===== src/design/kvlt_pkg.sv =====
// Shared types, token codes and character constants for the key/value line tokenizer.
package kvlt_pkg;

    // Parser phase, one-hot
    typedef enum logic [6:0] {
        PH_START      = 7'b0000001,
        PH_COMMENT    = 7'b0000010,
        PH_KEY        = 7'b0000100,
        PH_KEY_TRAIL  = 7'b0001000,
        PH_VALUE_LEAD = 7'b0010000,
        PH_VALUE      = 7'b0100000,
        PH_ERROR      = 7'b1000000
    } phase_t;

    // Token kinds on the result stream
    typedef enum logic [2:0] {
        TK_KEY   = 3'd0,
        TK_VALUE = 3'd1,
        TK_PAIR  = 3'd2,
        TK_ERROR = 3'd3,
        TK_END   = 3'd4
    } tok_kind_t;

    // Characters the parser reacts to
    localparam logic [7:0] CH_NUL   = 8'h00;
    localparam logic [7:0] CH_LF    = 8'h0A;
    localparam logic [7:0] CH_CR    = 8'h0D;
    localparam logic [7:0] CH_SPACE = 8'h20;
    localparam logic [7:0] CH_HASH  = 8'h23;
    localparam logic [7:0] CH_EQ    = 8'h3D;

    // Result queue geometry
    localparam int FIFO_DEPTH = 4;
    localparam int FIFO_AW    = $clog2(FIFO_DEPTH);
    localparam int FIFO_CW    = $clog2(FIFO_DEPTH + 1);

    // One result word
    typedef struct packed {
        tok_kind_t          kind;
        logic [7:0]         tok_byte;
        logic signed [31:0] key_hash;
        logic               last;
    } result_t;

    // Results produced by one input byte, handed to the queue
    typedef struct packed {
        logic [1:0] count;
        result_t    r0;
        result_t    r1;
    } push_t;

    function automatic result_t make_result(tok_kind_t k, logic [7:0] b, logic [31:0] h);
        result_t r;
        r.kind     = k;
        r.tok_byte = b;
        r.key_hash = h;
        r.last     = 1'b0;
        return r;
    endfunction

endpackage


===== src/design/key_value_line_tokenizer.sv =====
// Top level of the key/value line tokenizer.
// Takes one text byte per word on the slave side and issues key-byte, value-byte, pair-end,
// error and end-of-text tokens on the master side, up to two tokens per text byte, with
// tlast on the final token of each byte. A byte is taken every cycle while the four-word
// result queue has space for two more words. Each byte is held in the input register, where
// its tokens are decoded, and they enter the queue when it has room; the sink is offered
// them from the queue. Sustained rate is one byte per cycle when each byte gives at most
// one token and the sink is always ready; the single output port of the queue sets the
// limit of one token per cycle.
module key_value_line_tokenizer
    import kvlt_pkg::*;
#(
    parameter int KEY_MAX   = 64,
    parameter int VALUE_MAX = 256
) (
    input  logic        clk,
    input  logic        rst_n,
    input  logic        s_tvalid,
    output logic        s_tready,
    input  logic [7:0]  s_tdata,   // [7:0] text_byte
    output logic        m_tvalid,
    input  logic        m_tready,
    output logic [39:0] m_tdata,   // [7:0] token_byte, [39:8] key_hash
    output logic [2:0]  m_tuser,   // [2:0] token_kind
    output logic        m_tlast    // last_of_run
);

    push_t   push;
    logic    room;
    result_t out_word;

    kvlt_parser #(
        .KEY_MAX   (KEY_MAX),
        .VALUE_MAX (VALUE_MAX)
    ) u_parser (
        .clk      (clk),
        .rst_n    (rst_n),
        .in_valid (s_tvalid),
        .in_ready (s_tready),
        .in_byte  (s_tdata),
        .room     (room),
        .push     (push)
    );

    kvlt_out_fifo u_out_fifo (
        .clk       (clk),
        .rst_n     (rst_n),
        .push      (push),
        .room      (room),
        .out_valid (m_tvalid),
        .out_ready (m_tready),
        .out_word  (out_word)
    );

    // Output word packing
    assign m_tdata = {out_word.key_hash, out_word.tok_byte};
    assign m_tuser = out_word.kind;
    assign m_tlast = out_word.last;

endmodule


===== src/design/kvlt_parser.sv =====
// Input register, parse state and per-byte token decode.
module kvlt_parser
    import kvlt_pkg::*;
#(
    parameter int KEY_MAX   = 64,
    parameter int VALUE_MAX = 256
) (
    input  logic       clk,
    input  logic       rst_n,
    input  logic       in_valid,
    output logic       in_ready,
    input  logic [7:0] in_byte,
    input  logic       room,      // queue can take two words
    output push_t      push
);

    localparam int KEY_W = $clog2(KEY_MAX + 1);
    localparam int VAL_W = $clog2(VALUE_MAX + 1);
    localparam logic [KEY_W-1:0] KEY_LIMIT = KEY_W'(KEY_MAX);
    localparam logic [VAL_W-1:0] VAL_LIMIT = VAL_W'(VALUE_MAX);

    logic             in_valid_reg;
    logic [7:0]       in_byte_reg;
    phase_t           phase_reg, phase_next;
    logic [KEY_W-1:0] klen_reg, klen_next;
    logic [VAL_W-1:0] vlen_reg, vlen_next;
    logic [31:0]      hash_reg, hash_next;

    logic       fire;
    logic       brk;
    logic [7:0] c;
    logic [1:0] n;
    result_t    r0, r1;

    assign fire     = in_valid_reg && room;
    assign in_ready = !in_valid_reg || fire;
    assign c        = in_byte_reg;
    assign brk      = (c == CH_LF) || (c == CH_CR);

    // Input register
    always_ff @(posedge clk or negedge rst_n)
    begin
        if (!rst_n)
        begin
            in_valid_reg <= 1'b0;
        end
        else if (in_valid && in_ready)
        begin
            in_valid_reg <= 1'b1;
        end
        else if (fire)
        begin
            in_valid_reg <= 1'b0;
        end
    end

    always_ff @(posedge clk)
    begin
        if (in_valid && in_ready)
        begin
            in_byte_reg <= in_byte;
        end
    end

    // Token decode and next state
    always_comb
    begin
        phase_next = phase_reg;
        klen_next  = klen_reg;
        vlen_next  = vlen_reg;
        hash_next  = hash_reg;
        n          = 2'd0;
        r0         = make_result(TK_END, 8'h00, 32'h0);
        r1         = make_result(TK_END, 8'h00, 32'h0);

        case (phase_reg)
            PH_COMMENT, PH_ERROR:
            begin
                if (brk)
                begin
                    phase_next = PH_START;
                    klen_next  = '0;
                    vlen_next  = '0;
                end
                else if (c == CH_NUL)
                begin
                    n          = 2'd1;
                    phase_next = PH_START;
                    klen_next  = '0;
                    vlen_next  = '0;
                end
            end

            PH_KEY, PH_KEY_TRAIL:
            begin
                if (c == CH_SPACE)
                begin
                    phase_next = PH_KEY_TRAIL;
                end
                else if (c == CH_EQ)
                begin
                    phase_next = PH_VALUE_LEAD;
                    vlen_next  = '0;
                end
                else if (brk)
                begin
                    n          = 2'd1;
                    r0         = make_result(TK_ERROR, 8'h00, 32'h0);
                    phase_next = PH_START;
                    klen_next  = '0;
                    vlen_next  = '0;
                end
                else if (c == CH_NUL)
                begin
                    n          = 2'd2;
                    r0         = make_result(TK_ERROR, 8'h00, 32'h0);
                    phase_next = PH_START;
                    klen_next  = '0;
                    vlen_next  = '0;
                end
                else if (phase_reg == PH_KEY_TRAIL || klen_reg >= KEY_LIMIT)
                begin
                    n          = 2'd1;
                    r0         = make_result(TK_ERROR, 8'h00, 32'h0);
                    phase_next = PH_ERROR;
                end
                else
                begin
                    // h*31 + c as a shift and subtract
                    n         = 2'd1;
                    r0        = make_result(TK_KEY, c, 32'h0);
                    hash_next = (hash_reg << 5) - hash_reg + {24'h0, c};
                    klen_next = klen_reg + KEY_W'(1);
                end
            end

            PH_VALUE_LEAD, PH_VALUE:
            begin
                if (brk || c == CH_HASH)
                begin
                    n          = 2'd1;
                    r0         = make_result(TK_PAIR, 8'h00, hash_reg);
                    phase_next = brk ? PH_START : PH_COMMENT;
                    klen_next  = '0;
                    vlen_next  = '0;
                end
                else if (c == CH_NUL)
                begin
                    n          = 2'd2;
                    r0         = make_result(TK_PAIR, 8'h00, hash_reg);
                    phase_next = PH_START;
                    klen_next  = '0;
                    vlen_next  = '0;
                end
                else if (phase_reg == PH_VALUE_LEAD && c == CH_SPACE)
                begin
                    // leading blank of a value is dropped
                end
                else if (phase_reg == PH_VALUE && vlen_reg >= VAL_LIMIT)
                begin
                    // full chunk: close it and start another for the same key
                    r0 = make_result(TK_PAIR, 8'h00, hash_reg);
                    if (c == CH_SPACE)
                    begin
                        n          = 2'd1;
                        vlen_next  = '0;
                        phase_next = PH_VALUE_LEAD;
                    end
                    else
                    begin
                        n          = 2'd2;
                        r1         = make_result(TK_VALUE, c, 32'h0);
                        vlen_next  = VAL_W'(1);
                        phase_next = PH_VALUE;
                    end
                end
                else
                begin
                    n          = 2'd1;
                    r0         = make_result(TK_VALUE, c, 32'h0);
                    vlen_next  = vlen_reg + VAL_W'(1);
                    phase_next = PH_VALUE;
                end
            end

            default:
            begin
                // line start, and any code outside the one-hot set
                klen_next  = '0;
                vlen_next  = '0;
                phase_next = PH_START;
                if (c == CH_SPACE || brk)
                begin
                end
                else if (c == CH_HASH)
                begin
                    phase_next = PH_COMMENT;
                end
                else if (c == CH_EQ)
                begin
                    n          = 2'd1;
                    r0         = make_result(TK_ERROR, 8'h00, 32'h0);
                    phase_next = PH_ERROR;
                end
                else if (c == CH_NUL)
                begin
                    n = 2'd1;
                end
                else
                begin
                    n          = 2'd1;
                    r0         = make_result(TK_KEY, c, 32'h0);
                    hash_next  = {24'h0, c};
                    klen_next  = KEY_W'(1);
                    phase_next = PH_KEY;
                end
            end
        endcase

        // mark the final word of this byte
        r0.last = (n == 2'd1);
        r1.last = 1'b1;
    end

    always_comb
    begin
        push.count = fire ? n : 2'd0;
        push.r0    = r0;
        push.r1    = r1;
    end

    // Parse state
    always_ff @(posedge clk or negedge rst_n)
    begin
        if (!rst_n)
        begin
            phase_reg <= PH_START;
            klen_reg  <= '0;
            vlen_reg  <= '0;
            hash_reg  <= 32'h0;
        end
        else if (fire)
        begin
            phase_reg <= phase_next;
            klen_reg  <= klen_next;
            vlen_reg  <= vlen_next;
            hash_reg  <= hash_next;
        end
    end

endmodule


===== src/design/kvlt_out_fifo.sv =====
// Small result queue taking up to two words per cycle and giving one while the reader is ready.
module kvlt_out_fifo
    import kvlt_pkg::*;
(
    input  logic    clk,
    input  logic    rst_n,
    input  push_t   push,
    output logic    room,
    output logic    out_valid,
    input  logic    out_ready,
    output result_t out_word
);

    result_t              mem [FIFO_DEPTH];
    logic [FIFO_AW-1:0]   wr_ptr_reg, rd_ptr_reg;
    logic [FIFO_CW-1:0]   count_reg;
    logic                 pop;
    logic [FIFO_AW-1:0]   wr_ptr_1;

    assign pop       = out_valid && out_ready;
    assign out_valid = (count_reg != '0);
    assign out_word  = mem[rd_ptr_reg];
    assign room      = (FIFO_CW'(FIFO_DEPTH) - count_reg) >= FIFO_CW'(2);
    assign wr_ptr_1  = wr_ptr_reg + FIFO_AW'(1);

    // Storage
    always_ff @(posedge clk)
    begin
        if (push.count != 2'd0)
        begin
            mem[wr_ptr_reg] <= push.r0;
        end
        if (push.count == 2'd2)
        begin
            mem[wr_ptr_1] <= push.r1;
        end
    end

    // Pointers and fill level
    always_ff @(posedge clk or negedge rst_n)
    begin
        if (!rst_n)
        begin
            wr_ptr_reg <= '0;
            rd_ptr_reg <= '0;
            count_reg  <= '0;
        end
        else
        begin
            wr_ptr_reg <= wr_ptr_reg + FIFO_AW'(push.count);
            if (pop)
            begin
                rd_ptr_reg <= rd_ptr_reg + FIFO_AW'(1);
            end
            count_reg <= count_reg + FIFO_CW'(push.count) - FIFO_CW'(pop);
        end
    end

endmodule


===== config.mk =====
export PLATFORM = sky130hd
export DESIGN_NAME = key_value_line_tokenizer
export DESIGN_NICKNAME = d
export VERILOG_FILES = /design/src/design/kvlt_pkg.sv /design/src/design/key_value_line_tokenizer.sv /design/src/design/kvlt_parser.sv /design/src/design/kvlt_out_fifo.sv
export SDC_FILE = /design/constraint.sdc
export NUM_CORES = 1
export LEC_CHECK = 0
export ABC_AREA = 1
export BUFFER_PORTS_ARGS = -buffer_cell sky130_fd_sc_hd__buf_2
export CORE_ASPECT_RATIO = 0.6
export CORE_MARGIN = 5
export CORE_UTILIZATION = 35
export DETAILED_ROUTE_END_ITERATION = 8
export SETUP_SLACK_MARGIN = 0.5
export SYNTH_ARGS = -nofsm -noshare
export SYNTH_HDL_FRONTEND = slang
export SYNTH_HIERARCHICAL = 1
export SYNTH_SLANG_ARGS = --single-unit

===== constraint.sdc =====
create_clock -name clk -period 4.9 [get_ports clk]
set_input_delay 0.98 -clock clk [delete_from_list [all_inputs] [get_ports clk]]
set_output_delay 0.98 -clock clk [all_outputs]
set_load 0.02 [all_outputs]

# Word-level counts from Yosys, hierarchy flattened
# Memory sizes are Yosys's and may differ from the RTL's.
# Cells that the tools add are included.
# W data, S select, Z words.
[totals] inputBits=12 out_inout_bits=46 ram_bits=176 word_cells=164 mem_count=1 register_bits=71
[classes] n_reduce_logical=23 magnitude_cmp=3 bitwise_logic=3 addsub=10 n_eq_ne=23 muxes=92
[mem_list] name="u_out_fifo.mem" words=4 width=44 read_ports=1 rd_clocked_by_memory_dff=0 wr=2 line_no="kvlt_out_fifo.sv:14" source="result_t mem [FIFO_DEPTH];"
[ops] op="$mux W44" n=17
[ops] op="$mux W32" n=9
[ops] op="$mux W7" n=24
[ops] op="$pmux W44 S3" n=1
[ops] op="$mux W43" n=2
[ops] op="$mux W9" n=8
[ops] op="$pmux W32 S2" n=1
[ops] op="$pmux W7 S3" n=2
[ops] op="$add A32 B8 Y32" n=1
[ops] op="$sub A32 B32 Y32" n=1
[ops] op="$pmux W9 S3" n=1
[ops] op="$mux W2" n=13
[ops] op="$eq A8 B6 Y1 const B" n=3
[ops] op="$eq A8 B4 Y1 const B" n=2
[ops] op="$mux W6" n=2
[ops] op="$ne A2 B2 Y1 const B" n=6
[ops] op="$mux W1" n=10
[ops] op="$add A9 B1 Y9 const B" n=1
[ops] op="$ge A9 B9 Y1 const B" n=1
[ops] op="$reduce_and A9 Y1" n=1
[ops] op="$logic_not A8 Y1" n=1
[ops] op="$ne A4 B3 Y1 const B" n=2
[ops] op="$reduce_and A4 Y1" n=2
[ops] op="$add A7 B1 Y7 const B" n=1
[ops] op="28 further kinds" n=42

# Depth between registers and ports, before layout
# Gate-level depths: netlist of the first run.
[logic_depth] word_depth=11 depth_mapped=21 depth_no_buf=21

# Modules after synthesis
# Netlist of the first run, hierarchy kept.
[modules_own_cells] module="kvlt_out_fifo" area_each_um2=10208.5 instances=1 seq_area_each_um2=5460.2 cells_per_inst=1294
[modules_own_cells] module="kvlt_parser" area_each_um2=6926.6 instances=1 seq_area_each_um2=1642.8 cells_per_inst=1091

# Worst setup path after synthesis of the first run
# OpenSTA, ideal clock, no wires.
[synth_timing] kind="reg-to-reg" start="reg u_parser.phase_reg[4]" end="mem u_out_fifo/mem[0][0] (netlist bit) (enable)" path_buffers=3 t_arrival_ps=3214 setup_time_ps=402 setup_slack_ps=1284 required_time_ps=4498 path_stages_with_launch=17 synth_period_minus_slack_ps=3616 cell_sequence="dfrtp_1 -> nor2_1 -> nand3_1 -> nor2_2 -> buf_4 -> inv_4 -> buf_6 -> nand2_2 -> nor2_8 -> nand3_1 -> nand3_1 -> nand2_1 -> inv_1 -> nor2_4 -> nand2_1 -> buf_2 -> nand2_1"
[synth_lines] element="start, declared" line_no="kvlt_parser.sv:24" source="phase_t phase_reg, phase_next;"
[synth_lines] element="start signal, assigned" line_no="kvlt_parser.sv:244" source="phase_reg <= phase_next;"
[synth_lines] element="end, declared" line_no="kvlt_out_fifo.sv:14"

==> results of run 1 <==
power groups by stage:
stage / clock network [mW] / registers [mW] / logic, mW
global placement: 0 / 3.27 / 7.61
detailed placement: 0 / 3.27 / 7.66
floorplan: 0 / 3.18 / 5.37
CTS: 1.92 / 3.23 / 7.70
global route: 2.00 / 3.29 / 8.66
finish: 1.86 / 3.24 / 7.78
cell families after synthesis:
| group | Yosys count | share of synthesized area, % |
|---|---|---|
| AND/OR/NAND/NOR | 1513 | 38.1 |
| buffers and inverters | 446 | 11.2 |
| flip-flops | 247 | 41.5 |
| AO/OA/AOI/OAI | 89 | 2.88 |
| adder cells (fa/ha/maj) | 72 | 5.48 |
| XOR/XNOR | 16 | 0.818 |
| other | 2 | 0.0438 |
layout by cell type (no fill, tap or decap), types with 16 or more instances in the layout:
cell       instances
a21oi_1           30
buf_2             57
buf_4             21
clkbuf_16         25
conb_1            34
dfrtp_1           60
edfxtp_1         184
ha_1              67
inv_1            308
nand2_1          937
nand3_1          309
nand4_1           27
nor2_1           119
nor3_1            16
o21ai_0           32
or2_2             52
routing by layer:
layer  GRT usage (%)  vias to the layer above  share of wire [%]
met1            32.0                     7183                 50
li1                -                     7532                  -
met5               0                        -                  0
met3            4.35                       69                 10
met4            4.18                        0                2.0
met2            27.0                      627                 38
area by class of cell:
type                    count  share of cell area [%]
clock inverters            17                   0.624
clock buffers              28                    3.47
well taps                 640                    4.29
multi-input cells        1724                    44.3
flip-flops and latches    247                    38.1
inverters                 323                    6.53
repair buffers             81                    2.70
worst paths after layout:
| kind | startpoint | slack [ns] | endpoint | cells past startpoint |
|---|---|---|---|---|
| max in group asynchronous | rst_n | 3.42 | u_parser/hash_reg[26] | 2 |
| min in group clk | u_parser/phase_reg[0] | 0.49 | u_parser/phase_reg[0] | 2 |
| worst max-delay path | u_parser/phase_reg[1] | 1.09 | u_out_fifo/mem[1][41] | 16 |
| worst min register to register | u_parser/phase_reg[0] | 0.49 | u_parser/phase_reg[0] | 2 |
| worst min-delay path | rst_n | 0.47 | u_out_fifo/rd_ptr_reg[1] | 1 |
| worst max register to register | u_parser/phase_reg[1] | 1.09 | u_out_fifo/mem[1][41] | 16 |
critical path: cells and delay by family (launching register included):
kind                   cells  cell delay, ns
AND/OR/NAND/NOR           13            2.19
buffers and inverters      3            1.08
flip-flops                 1            0.38
metrics by stage:
stage	setup WS, ns	instances
floorplan	1.28	2417
global placement	1.22	3015
detailed placement	1.17	3015
CTS	1.13	3060
global route	0.696	3060
finish	1.09	3060
==> impl.org, run 1 <==
** Global route
- GRT Residual Overflow :: 0
- Global routing consumed, over all layers together, 19.9% of the routing resources.
- Largest net degree at the start of global routing :: 135
- The via count of the first global-routing pass came to 14675.
- Antenna violations before repair :: 0
- The first global-routing pass estimated 84900 µm of wire.

** Worst setup path
- Crit end category :: flop
- For this design, the slowest cell found on the critical path is buf_4.
- Critical Path Max Stage Delay :: 0.71 ns
- Walking the worst path, the cells encountered are nor2_1 -> nand2_2 -> nor2_2 -> nand2_1 -> inv_2 -> nand2_1 -> nand2_1 -> nand2_1 -> nand3_1 -> nand3_1 -> nand2_1 -> inv_1 -> nor2_4 -> buf_4 -> nand3_1 -> nand2_1.
- STA classifies the critical path startpoint as a flop.
- STA puts the critical path data arrival time at 4.22 ns.
- Among the stages of the critical path, the cell type that occurs most often is nand2_1.
- Crit Path Class :: reg -> reg
- At the worst endpoint, the required time is 5.31 ns.
- Along the worst path, the maximum fanout reaches 78.

** Finish
- Cells with a size suffix above 1 make up 9.71% of the layout.
- Once layout is complete, the utilization of the core stands at 38.8%.
- The sequential cells in the finished layout cover a total of 7110 µm².
- The layout has 4990 filler cells.
- The register with the most flip-flops in the layout has 176 of them.
- Multi-input gate area :: 8250 µm²
- Final instance area :: 18600 µm²
- Layout overhead on the synthesized area :: 8.82%
- The number of antenna diodes in the final layout is 0.
- Total Nets Final :: 2486

** Detailed routing
- DRT Wirelength :: 54200 µm
- Detail-routed via count per cell :: 5.04
- For this run, design rule violations remaining after detail routing come to 0.
- Count of nets left with antenna violations after detail routing :: 0
- For this block, the initial DRC count from the detailed router was 1693.
- After detailed routing, the average wire length per cell comes to 17.7 µm.
- Number of optimization iterations in the first detailed-route pass :: 5
- Via count of the routed design :: 15411

** STA
- The clock arrives with 0.0144 ns of skew.
- Number of hold violations in the final report :: 0
- On the final layout, the worst hold slack is 0.471 ns.
- Post-Route Setup TNS :: 0 ns
- For the pin with the worst max-slew slack, the measured transition is 1.18 ns.
- In this run the tightest slew margin relative to its limit is 21.4%.
- Unrepaired setup endpoints after global routing :: no
- The count of final max-slew check failures was 0.
- Setup violations remaining at the end of the flow were counted as 0.
- Fraction of the cycle the final worst path needs :: 77.7%
- Timing would allow up to 263 MHz.
- Time the worst path needs with I/O delays and setup :: 3.81 ns

** Floorplan
- The die covers 53600 µm².
- The floorplan has 62 rows.
- Core Box Area :: 48100 µm²
- For this configuration, the core starts out at a cell density of 35.6%.
- The floorplan step set the die height to 181 µm.
- From left edge to right edge, the die measures 296 µm.
- 58 I/O pins were placed.

** Outcome
- Status :: finished clean

** Clock network
- Clock-pin slew reported for the worst setup and hold paths after clock tree synthesis :: 0.07 ns
- CTS built an H-tree with a depth of 1.
- Root buf cell :: clkbuf_16
- Buffers inserted to repair hold after CTS numbered 0.
- In this run, CTS created clock tree buffers numbering 25.
- TritonCTS built the clock tree.
- The longest clock path from root to sink contains 3 buffers.
- In this run, post-CTS repair resized a total of 0 instances.
- The tree built by TritonCTS fans out to 247 sinks.
- Insertion delay to the later sink of the worst-skew pair :: 0.54 ns
- Number of post-CTS setup repair buffers :: 0

** Synthesis
- The commonest cells after synthesis are nand2_1, nand3_1, inv_1.
- The synthesized netlist contains 46 unique library cells.
- Summing the sequential cell areas from Yosys gives 41.5% of the chip area.
- Syn Std Cell Area :: 17100 µm²
- Number of flip-flops and latches in the synthesized netlist :: 247
- In this run, synthesis inferred 184 flip-flops with an integrated enable.
- In this run the biggest area consumer among cell types represents 32.2% of the synthesized area.
- Among all cell types in the netlist, the one instantiated most often is nand2_1.
- Most used flip-flop cell after synthesis :: edfxtp_1
- Summed over all instances, the cell type with the most area after synthesis is edfxtp_1.
- Yosys warns :: 6
- Synthesis produced a netlist whose cell count is 2385.
- Async SR Flop Fraction :: 25.5%
- By area the synthesized netlist is led by edfxtp_1, nand2_1, dfrtp_1.
- A synthesized cell averages 7.18 µm².

** Placed design
- During placement, the flow inserted port buffers numbering 57.
- Detailed placement HPWL :: 37600 µm
- Last weighted congestion value of the routability-driven placer :: 0.895
- Summing all placed instances gives a cell area of 17900 µm².

** Pwr
- Maximum resistive drop on vdd :: 0.00115 V
- Power spread over the standard cell area amounts to 691 nW/µm².
- Net switching is 51.6% of the power.
- Cell internal power was estimated by the tool at 6.24 mW.
- After layout, the design draws a total of 12.9 mW.
- Net Switching :: 6.65 mW
- Clock power share :: 14.5%
- Sequential cells burn 25.2% of the power.
- In this run the static leakage power is 9.47 nW.
- The share of total power dissipated in combinational logic is 60.4%.

** Worst hold path
- In this run the worst hold path is classified as in -> async.

** Job
- The tool flagged a number of max-cap violations equal to 0.
Power figures use the tool's default switching activity.
==> run 2, diff against run 1 <==
==> constraint.sdc (replaced) <==
create_clock -name clk -period 3.45 [get_ports clk]
set_input_delay 0.69 -clock clk [delete_from_list [all_inputs] [get_ports clk]]
set_output_delay 0.69 -clock clk [all_outputs]
set_load 0.02 [all_outputs]
==> run 2 against run 1 <==
Global-route usage grew 0.085 points. Largest power group unchanged. Combinational power is 53% higher. Die area is the same. Sequential power up 42%. Core utilization up 2.0 points. Sequential share of layout area is 1.8 points lower. Non-clock buffer count grew 56. Critical endpoint is now u_parser/hash_reg[28].
==> impl.org, run 2 (synthesis results as in run 1) <==
** Clock network
- The maximum level of the CTS H-tree was 1 (unchanged).
- The CTS tree was yes (unchanged).
- The CTS root buffer was clkbuf_16 (unchanged).
- TritonCTS Buffers :: 26 (was 25)
- # hold bufs at CTS :: 0 (unchanged)
- The insertion delay of the later-clocked pin in the worst-skew pair came to 0.55 ns (was 0.54 ns).
- The worst-case clock buffer depth was 3 (unchanged).
- The clock net sink count came to 247 (unchanged).
- The clock slew at the register clock pins of the worst setup and hold paths came to 0.06 ns (was 0.07 ns).

** Worst setup path
- The endpoint required time on the critical path came to 3.88 ns (was 5.31 ns).
- The endpoint arrival time on the critical path came to 3.30 ns (was 4.22 ns).
- The critical path capture point type is a flop (unchanged).
- The critical path startpoint category is a flop (unchanged).
- Crit Path Class :: reg -> reg (unchanged)
- Crit path max fanout :: 5 (was 78)

** Pwr
- Cell area power density :: 992 nW/µm² (was 691 nW/µm²)
- Maximum resistive drop on vdd :: 0.000715 V (was 0.00115 V)
- The static leakage came to 9.91 nW (was 9.47 nW).

** STA
- The setup total negative slack is 0 ns (unchanged).
- Worst setup margin :: 0.579 ns (was 1.09 ns)
- Unrepaired setup endpoints after global routing :: yes (was no)
- Number of hold violations in the final report :: 0 (unchanged)
- The total setup violations reported at the end of the flow is 0 (unchanged).
- The transition at the pin with the smallest max-transition slack was 0.830 ns (was 1.18 ns).
- Fraction of the cycle the final worst path needs :: 83.2% (was 77.7%)
- The final critical delay including setup and external delays was 2.87 ns (was 3.81 ns).
- Slew margin rel. :: 44.6% (was 21.4%)
- Peak Freq :: 348 MHz (was 263 MHz)
- Final number of max-transition violations :: 0 (unchanged)
- Clock skew :: 0.0112 ns (was 0.0144 ns)

** Floorplan
- Initial core utilization :: 35.6% (unchanged)
- Chip Height :: 181 µm (unchanged)
- The total I/O pin count came to 58 (unchanged).
- Core Box Area :: 48100 µm² (unchanged)
- The number of standard-cell rows in the floorplan was 62 (unchanged).
- DIE AREA :: 53600 µm² (unchanged)
- The x dimension of the die was 296 µm (unchanged).

** Global route
- The leftover overflow at the end of global routing is 0 (unchanged).
- The global-route usage over all layers came to 20.0% (was 19.9%).
- Wire length of the first global-routing pass :: 85200 µm (was 84900 µm)
- The via count of the first global-routing pass is 14513 (was 14675).
- Antenna violations before repair :: 2 (was 0)
- Largest net degree at the start of global routing :: 106 (was 135)

** Placed design
- Last weighted congestion value of the routability-driven placer :: 0.968 (was 0.895)
- Port buffer count :: 57 (unchanged)
- The total cell area at the placement stage came to 18200 µm² (was 17900 µm²).
- Detailed placement HPWL :: 37400 µm (was 37600 µm)
- Worst slack at placement :: 0.0899 ns (was 1.17 ns)

** Finish
- The number of flip-flops in the largest register is 176 (unchanged).
- Final antenna diode count :: 0 (unchanged)
- The layout-stage area growth over the synthesis result was 14.3% (was 8.82%).
- The final net count came to 2546 (was 2486).
- # fillers :: 4970 (was 4990)
- The flip-flop and latch area is 7110 µm² (about the same).
- Multi-input gate area :: 8500 µm² (was 8250 µm²)
- Commonest non-fill, non-tap cells in the layout :: nand2_1, nand3_1, inv_1 (unchanged)
- Final instance area :: 19600 µm² (was 18600 µm²)
- The fraction of final layout cells sized beyond drive strength 1 was 13.2% (was 9.71%).
- The most common cell after layout, fill and taps aside is nand2_1 (unchanged).

** Detailed routing
- The aggregate routed wire length came to 54500 µm (was 54200 µm).
- The detailed-route wire length per cell is 17.5 µm (was 17.7 µm).
- The number of vias per cell after detailed routing was 4.99 (was 5.04).
- The post-detailed-route count of antenna-violating nets was 0 (unchanged).
- Number of optimization iterations in the first detailed-route pass :: 7 (was 5)
- DRC errors left :: 0 (unchanged)
- The total via count in the routed design is 15588 (was 15411).
- The initial detailed-routing violation count was 1773 (was 1693).

** Worst hold path
- Classification of the worst-slack hold path :: in -> async (unchanged)

** Outcome
- Status: finished clean (unchanged).

** Job
- Number of max-capacitance violations reported :: 0 (unchanged)
run 2: layout make-up:
class / count / share of cell area [%]
Clock buffer: 28 / 3.47
Inverter: 323 / 6.28
Clock inverter: 19 / 0.945
Sequential cell: 247 / 36.3
Multi-Input combinational cell: 1727 / 43.4
Timing Repair Buffer: 137 / 5.53
Tap cell: 640 / 4.09
run 2: critical path, stage by stage (launching register included):
cell      delay [ns]
edfxtp_1        0.37
inv_1           0.14
fa_1            0.55
inv_1           0.04
ha_1            0.35
nand2_1         0.21
inv_1           0.09
a21oi_2         0.24
nand2_2         0.14
nand2_1         0.09
nand2_1         0.09
nand2_2         0.12
nand3b_1        0.08
nand3_1         0.16
nand2_1         0.08
run 2: routing by layer:
| metal | global-route usage, % | vias to the layer above | share of wire (%) |
|---|---|---|---|
| li1 | - | 7667 | - |
| met1 | 31.8 | 7179 | 49 |
| met2 | 28.0 | 668 | 40 |
| met3 | 4.08 | 74 | 9.5 |
| met4 | 3.64 | 0 | 1.8 |
| met5 | 0 | - | 0 |
run 2: stage by stage:
step                      hold WS [ns]  utilization, %  std cells  power, mW
after floorplan                  0.394               -       2417       12.2
after global placement           0.455            37.8       3040       15.8
after detailed placement         0.459            37.8       3040       15.9
after CTS                        0.253            40.0       3103       19.0
after global routing             0.298            40.7       3121       21.0
final                            0.234            40.7       3121       19.4
run 2: what timing repair did:
action	in CTS	in global routing
setup endpoints to repair	364	371
endpoints found under the hold margin	0	0
gates cloned	3	1
pin swaps	6	10
setup buffers	13	17
gates resized for setup	21	47
run 2: power by group:
group	total, mW	internal, mW	switching, mW	leakage [nW]
Clock	2.94	1.65	1.28	0.413
Sequential	4.60	4.22	0.377	2.54
Combinational	11.9	3.67	8.22	6.95
run 2: worst paths after layout:
check / startpoint / end / slack [ns] / cells past startpoint
max: u_parser/c[7] / u_parser/hash_reg[28] / 0.58 / 14
min: rst_n / u_out_fifo/count_reg[2] / 0.23 / 1
max reg2reg: u_parser/c[7] / u_parser/hash_reg[28] / 0.58 / 14
min reg2reg: u_out_fifo/count_reg[2] / u_out_fifo/count_reg[2] / 0.47 / 2
max in group asynchronous: rst_n / u_parser/hash_reg[16] / 2.51 / 2
min in group clk: s_tdata[6] / u_parser/c[6] / 0.31 / 1
==> run 3, diff against run 2 <==
==> constraint.sdc (replaced) <==
create_clock -name clk -period 2.6 [get_ports clk]
set_input_delay 0.52 -clock clk [delete_from_list [all_inputs] [get_ports clk]]
set_output_delay 0.52 -clock clk [all_outputs]
set_load 0.02 [all_outputs]
==> run 3 against run 2 <==
The flow now finishes with violations (negative setup slack). Core utilization is 14 points higher. Global-route usage rose by 2.7 points. Maximum frequency up 8.4%. Cell area rose by 35%. Clock-buffer cell count increased by 7. Setup slack got worse by 0.63 ns. Highest routed layer unchanged.
==> impl.org, run 3 (synthesis results as in run 1) <==
** Job
- The max capacitance violation total is 0 (unchanged).

** Floorplan
- Core Box Area :: 48100 µm² (unchanged)
- The initial core utilization was 35.6% (unchanged).
- The die footprint is 53600 µm² (unchanged).
- The total I/O pin count was 58 (unchanged).
- The die height is 181 µm (unchanged).
- The x dimension of the die was 296 µm (unchanged).
- The number of standard-cell rows in the floorplan is 62 (unchanged).

** Clock network
- The number of clock buffers inserted by TritonCTS was 26 (unchanged).
- The worst-case clock buffer depth came to 3 (unchanged).
- Max H-tree Level :: 1 (unchanged)
- The insertion delay of the later-clocked pin in the worst-skew pair is 0.57 ns (was 0.55 ns).
- The clock slew at the register clock pins of the worst setup and hold paths is 0.07 ns (was 0.06 ns).
- Sinks on Clock Net :: 247 (unchanged)
- The CTS tree is yes (unchanged).
- Root buf cell :: clkbuf_16 (unchanged)

** Worst hold path
- Counting instances, the worst hold path has a depth of 1.
- In this run the most critical hold path is launched from s_tdata[7].
- Classification of the worst-slack hold path :: in -> reg (was in -> async)
- Worst Hold Endpoint :: u_parser/c[7]

** Worst setup path
- The endpoint required time on the critical path is 2.90 ns (was 3.88 ns).
- The worst reg-to-reg setup slack came to -0.05 ns (was 0.58 ns).
- The combined buffer and inverter count along the critical path is 5 (was 3).
- The largest fanout on the critical path was 7 (was 5).
- Cell with the biggest individual delay on the critical path :: edfxtp_1 (was fa_1)
- Critical R2R Capture :: u_out_fifo/mem[1][7] (was u_parser/hash_reg[28])
- Launching element type of the critical path :: flop (unchanged)
- Data arrival time of the critical path :: 2.95 ns (was 3.30 ns)
- Crit end category :: flop (unchanged)
- The most prevalent standard cell on the critical path is nor2_4 (was nand2_1).
- The longest individual stage delay on the worst path came to 0.44 ns (was 0.55 ns).
- Startpoint of the worst-slack reg-to-reg timing path :: u_parser/c[6] (was u_parser/c[7])
- CP top delay family :: simple AND/OR/NAND/NOR gates (unchanged)
- Worst-path cell chain :: nor2_4 -> nand3_2 -> nor2_4 -> buf_4 -> nand2_1 -> nand3_2 -> nand3_4 -> nand2_4 -> inv_4 -> nor2_4 -> buf_12 -> nand2_8 -> buf_12 -> clkbuf_16 -> nand2_2 -> nand2_1 (was inv_1 -> fa_1 -> inv_1 -> ha_1 -> nand2_1 -> inv_1 -> a21oi_2 -> nand2_2 -> nand2_1 -> nand2_1 -> nand2_2 -> nand3b_1 -> nand3_1 -> nand2_1)
- The startpoint-to-endpoint class of the critical path was reg -> reg (unchanged).
- The critical path startpoint is u_parser/c[6] (was u_parser/c[7]).
- The cell depth of the worst flop-to-flop path was 16 (was 14).

** Finish
- The fraction of final layout cells sized beyond drive strength 1 was 42.3% (was 13.2%).
- The final cell count without fillers is 3348 (was 3121).
- The antenna diode instance count was 0 (unchanged).
- The most common cell after layout, fill and taps aside was nand2_1 (unchanged).
- The final standard cell utilization of the core is 55.0% (was 40.7%).
- Layout overhead on the synthesized area :: 54.4% (was 14.3%)
- Total Nets Final :: 2772 (was 2546)
- Commonest non-fill, non-tap cells in the layout :: nand2_1, inv_1, nand2_2 (was nand2_1, nand3_1, inv_1)
- The number of flip-flops in the largest register came to 176 (unchanged).

** Placed design
- The number of I/O port buffers was 57 (unchanged).
- The number of placed instances with taps included came to 3136 (was 3040).
- The placer's final routability congestion estimate came to 0.956 (was 0.968).
- The HPWL after detailed placement was 40300 µm (was 37400 µm).

** STA
- Final setup violation count :: 135 (was 0)
- Fraction of the cycle the final worst path needs :: 102% (was 83.2%)
- The hold violation count in the final report is 0 (unchanged).
- The worst setup margin came to -0.0487 ns (was 0.579 ns).
- The final critical delay including setup and external delays is 2.65 ns (was 2.87 ns).
- The worst max-slew margin expressed relative to the limit came to 33.5% (was 44.6%).
- The final setup skew was 0.0294 ns (was 0.0112 ns).
- The count of final max-slew check failures came to 0 (unchanged).
- The setup total negative slack was -2.76 ns (was 0 ns).
- Slew of the pin with the lowest slew margin :: 0.994 ns (was 0.830 ns)
- Peak Freq :: 378 MHz (was 348 MHz)
- Unrepaired setup endpoints after global routing: yes (unchanged).

** Global route
- GRT Residual Overflow :: 0 (unchanged)
- The global-route usage over all layers was 22.7% (was 20.0%).
- The pin count of the biggest net entering global routing came to 66 (was 106).
- Antenna violations before repair :: 0 (was 2)
- Wire length of the first global-routing pass :: 95500 µm (was 85200 µm)
- The via count of the first global-routing pass is 16294 (was 14513).

** Detailed routing
- Via count of the routed design :: 17769 (was 15588)
- Number of optimization iterations in the first detailed-route pass :: 8 (was 7)
- The post-detailed-route count of antenna-violating nets came to 0 (unchanged).
- DRC errors left :: 0 (unchanged)
- Initial DRC count :: 2100 (was 1773)
- The detailed-route wire length per cell was 20.4 µm (was 17.5 µm).
- The number of vias per cell after detailed routing was 5.31 (was 4.99).
- The aggregate routed wire length came to 68300 µm (was 54500 µm).

** Outcome
- Status :: finished, violations left (was finished clean)
- Violated checks :: negative setup slack

** Pwr
- The total power per unit cell area is 1370 nW/µm² (was 992 nW/µm²).
- Leakage power :: 12.5 nW (was 9.91 nW)
- Maximum resistive drop on vdd :: 0.000827 V (was 0.000715 V)
- Design Power :: 36.4 mW (was 19.4 mW)
run 3: cell types whose count changed in the layout (fill, tap and decap cells not counted), sizes merged:
cell / before / now
buf: 135 / 350
bufinv: 3 / 2
clkbuf: 30 / 49
clkinv: 13 / 10
clkinvlp: 4 / 3
dlygate4sd3: 0 / 1
inv: 322 / 321
nand2: 955 / 952
nor2: 141 / 142
run 3: where the power goes:
part | internal, mW | switching, mW | total [mW]
registers | 5.61 | 0.544 | 6.15
logic | 11.2 | 15.2 | 26.4
clock network | 2.13 | 1.72 | 3.85
run 3: per-stage QoR:
step	setup WS (ns)	cell area (µm²)	hold WS, ns
6_report	-0.0487	26500	0.122
5_1_grt	-0.161	26500	0.110
4_1_cts	-0.0224	22900	0.0981
3_5_place_dp	-0.137	19400	0.466
3_3_place_gp	-0.0876	19400	0.464
2_1_floorplan	-0.0135	17600	0.224
run 3: worst max-delay path by stage:
stage | slack (ns) | cells after the start | end
after CTS | -0.02 | 6 | m_tuser[0]
after detailed placement | -0.14 | 14 | u_out_fifo/mem[2][34]
after global placement | -0.09 | 14 | u_out_fifo/mem[3][41]
after global routing | -0.16 | 15 | u_out_fifo/mem[2][2]
after floorplan | -0.01 | 16 | u_out_fifo/mem[1][0]
final | -0.05 | 16 | u_out_fifo/mem[1][7]
run 3: final cells by class:
| type | instances | area (µm²) |
|---|---|---|
| repair buffers | 365 | 4860 |
| flip-flops and latches | 247 | 7110 |
| well taps | 640 | 801 |
| clock buffers | 35 | 714 |
| clock inverters | 13 | 129 |
| inverters | 323 | 1280 |
| fillers | 4158 | 21600 |
| multi-input cells | 1725 | 11600 |
run 3: metal layers:
layer | routed length [µm] | track usage [%]
met5 | 0 | 0
met4 | 1450 | 4.42
met3 | 7810 | 4.91
met2 | 28500 | 31.9
met1 | 30500 | 35.5
run 3: timing repair:
item,4_1_cts,5_1_grt
pin swaps,82,207
hold buffers,1,0
hold endpoints to repair,32,0
resized for setup,334,750
cloned,33,17
buffers inserted,60,53
setup endpoints to repair,447,458
